**src/rtl/core/sbbf_pkg.sv**
```systemverilog
// Shared types, constants and salt table of the split-block Bloom filter.
package sbbf_pkg;

    localparam int SBBF_MAX_BLOCKS_DEFAULT = 1024;

    localparam int SBBF_WORDS      = 8;
    localparam int SBBF_WORD_W     = 32;
    localparam int SBBF_BLOCK_W    = SBBF_WORDS * SBBF_WORD_W;
    localparam int SBBF_SEL_W      = 5;
    localparam int SBBF_SEL_SHIFT  = SBBF_WORD_W - SBBF_SEL_W;
    localparam int SBBF_HASH_W     = 64;
    localparam int SBBF_HALF_W     = SBBF_HASH_W / 2;

    // The modulo unit retires this many dividend bits per cycle.
    localparam int SBBF_DIV_BITS   = 8;
    localparam int SBBF_DIV_STEPS  = SBBF_HALF_W / SBBF_DIV_BITS;
    localparam int SBBF_STEP_W     = $clog2(SBBF_DIV_STEPS);
    // Two salt products are formed in each of those cycles.
    localparam int SBBF_MULS       = SBBF_WORDS / SBBF_DIV_STEPS;

    localparam int                 SBBF_CFG_W     = 11;
    localparam logic [SBBF_CFG_W-1:0] SBBF_CFG_RESET = 11'd1024;

    localparam logic [SBBF_WORD_W-1:0] SBBF_SALTS [SBBF_WORDS] = '{
        32'h47b6137b, 32'h44974d91, 32'h8824ad5b, 32'ha2b7289d,
        32'h705495c7, 32'h2df1424b, 32'h9efc4947, 32'h5c6bfb31
    };

    typedef enum logic {
        SBBF_OP_INSERT = 1'b0,
        SBBF_OP_QUERY  = 1'b1
    } sbbf_op_t;

    typedef enum logic [2:0] {
        SBBF_ST_CLEAR,
        SBBF_ST_IDLE,
        SBBF_ST_CALC,
        SBBF_ST_READ,
        SBBF_ST_FINISH
    } sbbf_state_t;

    typedef struct packed {
        logic load;
        logic step;
        logic rd;
        logic wr;
        logic clr;
    } sbbf_cmd_t;

    typedef struct packed {
        logic last_step;
        logic clr_last;
        logic out_free;
    } sbbf_status_t;

endpackage

```
**src/rtl/core/sbbf_ctrl.sv**
```systemverilog
// Controller state machine of the split-block Bloom filter.
module sbbf_ctrl
    import sbbf_pkg::*;
(
    input  logic         aclk,
    input  logic         aresetn,
    input  logic         s_valid,
    output logic         s_ready,
    input  sbbf_status_t status,
    output sbbf_cmd_t    cmd
);

    sbbf_state_t state_reg;
    sbbf_state_t state_next;

    always_ff @(posedge aclk) begin
        if (!aresetn) begin
            state_reg <= SBBF_ST_CLEAR;
        end else begin
            state_reg <= state_next;
        end
    end

    always_comb begin
        state_next = state_reg;
        unique case (state_reg)
            SBBF_ST_CLEAR: begin
                if (status.clr_last) begin
                    state_next = SBBF_ST_IDLE;
                end
            end
            SBBF_ST_IDLE: begin
                if (s_valid) begin
                    state_next = SBBF_ST_CALC;
                end
            end
            SBBF_ST_CALC: begin
                if (status.last_step) begin
                    state_next = SBBF_ST_READ;
                end
            end
            SBBF_ST_READ: begin
                state_next = SBBF_ST_FINISH;
            end
            SBBF_ST_FINISH: begin
                if (status.out_free) begin
                    state_next = SBBF_ST_IDLE;
                end
            end
            default: begin
                state_next = SBBF_ST_IDLE;
            end
        endcase
    end

    always_comb begin
        cmd     = '0;
        s_ready = 1'b0;
        unique case (state_reg)
            SBBF_ST_CLEAR: begin
                cmd.clr = 1'b1;
            end
            SBBF_ST_IDLE: begin
                s_ready  = 1'b1;
                cmd.load = s_valid;
            end
            SBBF_ST_CALC: begin
                cmd.step = 1'b1;
            end
            SBBF_ST_READ: begin
                cmd.rd = 1'b1;
            end
            SBBF_ST_FINISH: begin
                cmd.wr = status.out_free;
            end
            default: begin
                cmd = '0;
            end
        endcase
    end

endmodule

```
**config.mk**
```make
export PLATFORM = sky130hd
export DESIGN_NAME = sbbf_ctrl
export DESIGN_NICKNAME = d
export VERILOG_FILES = /design/src/rtl/core/sbbf_pkg.sv /design/src/rtl/core/sbbf_ctrl.sv
export SDC_FILE = /design/constraint.sdc
export NUM_CORES = 1
export LEC_CHECK = 0
export ABC_AREA = 1
export BUFFER_PORTS_ARGS = -buffer_cell sky130_fd_sc_hd__buf_2
export CAP_MARGIN = 20
export CORE_AREA = 2 2 39 41
export CTS_CLUSTER_DIAMETER = 80
export DETAILED_ROUTE_END_ITERATION = 8
export DIE_AREA = 0 0 41 43
export HOLD_SLACK_MARGIN = 0.02
export PLACE_DENSITY_LB_ADDON = 0.25
export REMOVE_ABC_BUFFERS = 1
export SETUP_SLACK_MARGIN = 0.3
export SLEW_MARGIN = 40
export SYNTH_ARGS = -nofsm -noshare
export SYNTH_HDL_FRONTEND = slang
export SYNTH_SLANG_ARGS = --single-unit
```
**constraint.sdc**
```tcl
create_clock -name aclk -period 2.1 [get_ports aclk]
set_input_delay 0.105 -clock aclk [delete_from_list [all_inputs] [get_ports aclk]]
set_output_delay 0.105 -clock aclk [all_outputs]
set_load 0.02 [all_outputs]
```
# Word level (Yosys, flattened, before mapping)
# Index checks and enable logic that the tools add are counted.
# op_classes
n_reduce_logical,2
eq_ne,8
n_mux,11
# op_table
op,n
$pmux W3 S5,1
$mux W3,4
$ne A2 B2 Y1 const B,4
$eq A3 B2 Y1 const B,2
$mux W1,6
$reduce_and A4 Y1,1
$eq A3 B1 Y1 const B,1
$eq A3 B3 Y1 const B,1
$logic_not A3 Y1,1
# word_totals
regBits,3
elab_cells,22
inputBits,6
out_inout_bits,6

# Depth between registers and ports, before layout
# logic_depth
ltp_word,3
mapped_depth,8
depth_no_buf,8

# Worst setup path after synthesis
# Ideal clock, no wire load.
# synth_timing
path_kind,register to output
startpoint,reg state_reg[2]
endpoint,out cmd[1] (netlist name)
t_required_ns,1.995
path_buffers,0
stages_incl_launch_ff,3
slack_ns,0.856
arrival_ns,1.139
cell_sequence,dfxtp_1 inv_1 nor4_1
# synth_lines
item,line_no,source
"start, declared",sbbf_ctrl.sv:13,sbbf_state_t state_reg;
"start signal, assigned",sbbf_ctrl.sv:20,state_reg <= state_next;
"end, declared",sbbf_ctrl.sv:10,output sbbf_cmd_t cmd

==> reports/results.tsv <==
stage	metric	value	unit
outcome	run status	completed	
route	drt initial violations	1	
worst_setup_path	Crit. End Element	output pin	
synth	yosys warns	0	
timing	setup tns final	0	ns
route	WL final	539	µm
floorplan	Starting Density	16.1	%
worst_setup_path	flop2flop setup slack	0.96	ns
clock_network	clock-pin slew on the worst setup and hold paths	0.04	ns
timing	final hold violation count	0	
timing	RSZ-0062 raised after global routing	false	
floorplan	Die Wd	41	µm
clock_network	Skew-Pair Late Insertion Delay	0.23	ns
hold_path	min-delay src	aresetn	
synth	XOR/XNOR Fraction of Synth Area	0	%
synth	area share of the largest cell type after synthesis	27.0	%
worst_setup_path	Slowest-stage cell, CP	dfxtp_1	
worst_setup_path	reg2reg start	state_reg[0]$_SDFFE_PN0P_	
floorplan	Rows	14	
final_layout	max reg flops	3	
clock_network	deepest clock path buffer count	2	
clock_network	CTS tree	yes	
final_layout	layout cell share with drive strength beyond 1	40.7	%
worst_setup_path	Worst Path Required	2.00	ns
synth	Area contributors post-synth	dfxtp_1 (27%), nand2_1 (17%), nor2_2 (14%), inv_1 (12%), nand3_1 (6.7%)	
synth	Synth Area in Adders	0	%
floorplan	die area	1760	µm²
route	DR vias/cell	3.66	
timing	Max Clk Rate	759	MHz
clock_network	H-Tree Depth	1	
synth	#FFs+latches synth	3	
timing	Final Slew Violations	0	
synth	largest area contributor in the netlist	dfxtp_1	
synth	cell count after synthesis	39	
global_routing	first-pass GRT wire length	800	µm
power_and_ir_drop	Leakage Power	0.202	nW
timing	min Tclk post-route	1.32	ns
timing	final hold slack	0.139	ns
synth	most common cell in the netlist	nand2_1	
synth	simple-gate share of the synthesized area	52.8	%
clock_network	# clock sinks	3	
worst_setup_path	Register-to-Register Path Depth	7	
synth	Post-synth EDFFs	0	
hold_path	Hold WC Path Type	in -> reg	
route	Initial DRT Pass Iterations	2	
synth	register area share after synthesis	27.0	%
synth	Synth Area in Compound Gates	3.37	%
floorplan	Die Y-Extent	43	µm
clock_network	clk root buf	clkbuf_4	
route	DRC viols	0	
worst_setup_path	Buf+Inv Stages, Crit Path	2	
power_and_ir_drop	PnR Total Power	0.520	mW
synth	multiplexer share of the synthesized area	0	%
floorplan	Core ar.	1380	µm²
clock_network	Inserted Clock Buffers	3	
synth	mapped cell area	223	µm²
global_routing	vias in the first global route	224	
place	routability congestion estimate	0.616	
timing	final setup violation count	0	
power_and_ir_drop	Pwr Density	1600	nW/µm²
worst_setup_path	Startpoint Class	register	
place	PortBufs	11	
route	Antenna Nets Post-Route	0	
timing	clk_skew	0.00106	ns
clock_network	Setup Buffers After CTS	0	
synth	Distinct cells, synth	11	
worst_setup_path	Largest stage delay, worst path	0.41	ns
timing	period utilization	62.8	%
place	DP HPWL	402	µm
worst_setup_path	CP max FO	5	
synth	syn_area_per_cell	5.71	µm²
global_routing	initial antenna violation count	0	
global_routing	total congestion overflow	0	
job	max-cap violation count	0	
final_layout	fin nets	61	
hold_path	Hold Crit Depth	3	
clock_network	post-CTS sizing	0	
clock_network	cts hold-fix bufs	0	
synth	most common library cells after synthesis	nand2_1 (10), inv_1 (7), nor2_2 (5)	
worst_setup_path	critical path, cell by cell	inv_2 -> nor2_2 -> nand2_1 -> nor2_1 -> buf_2	
worst_setup_path	Critical Path AT	1.21	ns
global_routing	Tot GR Track Use	7.21	%
timing	Worst Tran Pin Value	0.230	ns
worst_setup_path	family with the most delay on the worst path	flip-flops	
worst_setup_path	Crit Path Class	reg -> out	
timing	Slew HR	84.6	%
worst_setup_path	Critical R2R Capture	state_reg[1]$_SDFFE_PN0P_	
synth	main combinational cell family by area after synthesis	simple AND/OR/NAND/NOR gates	
synth	async set or reset register ratio after synthesis	0	%
power_and_ir_drop	VDD IR-drop max	0.000423	V
final_layout	n_diodes	0	
route	routed wire length per instance	7.70	µm
hold_path	Worst Hold Endpoint	state_reg[0]$_SDFFE_PN0P_	
floorplan	num ports	12	
global_routing	largest net degree at the start of global routing	7	
synth	Synth Flop Type	dfxtp_1	
final_layout	area delta synth->final	45.5	%
final_layout	Filler cells	172	
route	via count	256	
final_layout	Layout Utilization	23.4	%
[report_power, final]
group	total, mW	leakage, nW	internal, mW	switching, mW
Clock	0.101	0.0150	0.0712	0.0294
Combinational	0.303	0.163	0.104	0.198
Sequential	0.116	0.0248	0.0801	0.0363
Total	0.520	0.202	0.255	0.264
[cells in the final DEF (no fill, tap or decap)]
cell | Yosys | routed
nand3b_1 | 1 | 1
nor2_1 | 4 | 4
nand3_1 | 3 | 3
dfxtp_1 | 3 | 3
buf_2 | 0 | 11
clkbuf_1 | 0 | 1
clkbuf_4 | 0 | 3
nor4_1 | 1 | 1
nand2_1 | 10 | 10
nor2_2 | 5 | 5
inv_1 | 7 | 7
inv_2 | 3 | 3
a21boi_0 | 1 | 1
nor3_1 | 1 | 1
[cells by family after synthesis]
logic type,count (synthesis)
buffers and inverters,10
AND/OR/NAND/NOR,25
AO/OA/AOI/OAI,1
flip-flops,3
[metrics by stage]
stage	worst slack, ns	cells	instance area, µm²
4_1_cts	0.766	70	324
3_5_place_dp	0.974	66	298
6_report	0.782	70	324
5_1_grt	0.668	70	324
2_1_floorplan	0.856	39	223
3_3_place_gp	0.974	66	298
[worst reg2reg max path, stage by stage, from the launching register on]
cell and delay (ns):
dfxtp_1 0.41, inv_2 0.07, nor2_2 0.15, nand3_1 0.10, nand2_1 0.09, nor2_2 0.05, nor2_1 0.11, nor2_2 0.05
[area by class of cell]
type,count,area (µm²),share of cell area [%]
Clock buffer,4,26.3,8.11
Inverter,10,37.5,11.6
Multi-Input combinational cell,26,125,38.6
Sequential cell,3,60.1,18.5
Tap cell,16,20.0,6.18
Timing Repair Buffer,11,55.1,17.0
[per-layer routing]
layer  up-vias  share of wire, %  track usage [%]
li1        146                 -                -
met1       100                44             7.03
met2        10                47             10.0
met3         0               8.7             6.28
met4         0                 0             4.00
met5         -                 0                0
[how the worst max path moves through the flow]
stage | depth (start not counted) | start | end | slack (ns)
CTS | 5 | state_reg[0]$_SDFFE_PN0P_ | cmd[4] | 0.77
global route | 5 | state_reg[0]$_SDFFE_PN0P_ | cmd[4] | 0.67
finish | 5 | state_reg[0]$_SDFFE_PN0P_ | cmd[4] | 0.78
floorplan | 2 | state_reg[2]$_SDFFE_PN0P_ | cmd[1] | 0.86
global placement | 7 | state_reg[0]$_SDFFE_PN0P_ | state_reg[1]$_SDFFE_PN0P_ | 0.97
detailed placement | 7 | state_reg[1]$_SDFFE_PN0P_ | state_reg[1]$_SDFFE_PN0P_ | 0.97
Power figures use the tool's default switching activity.
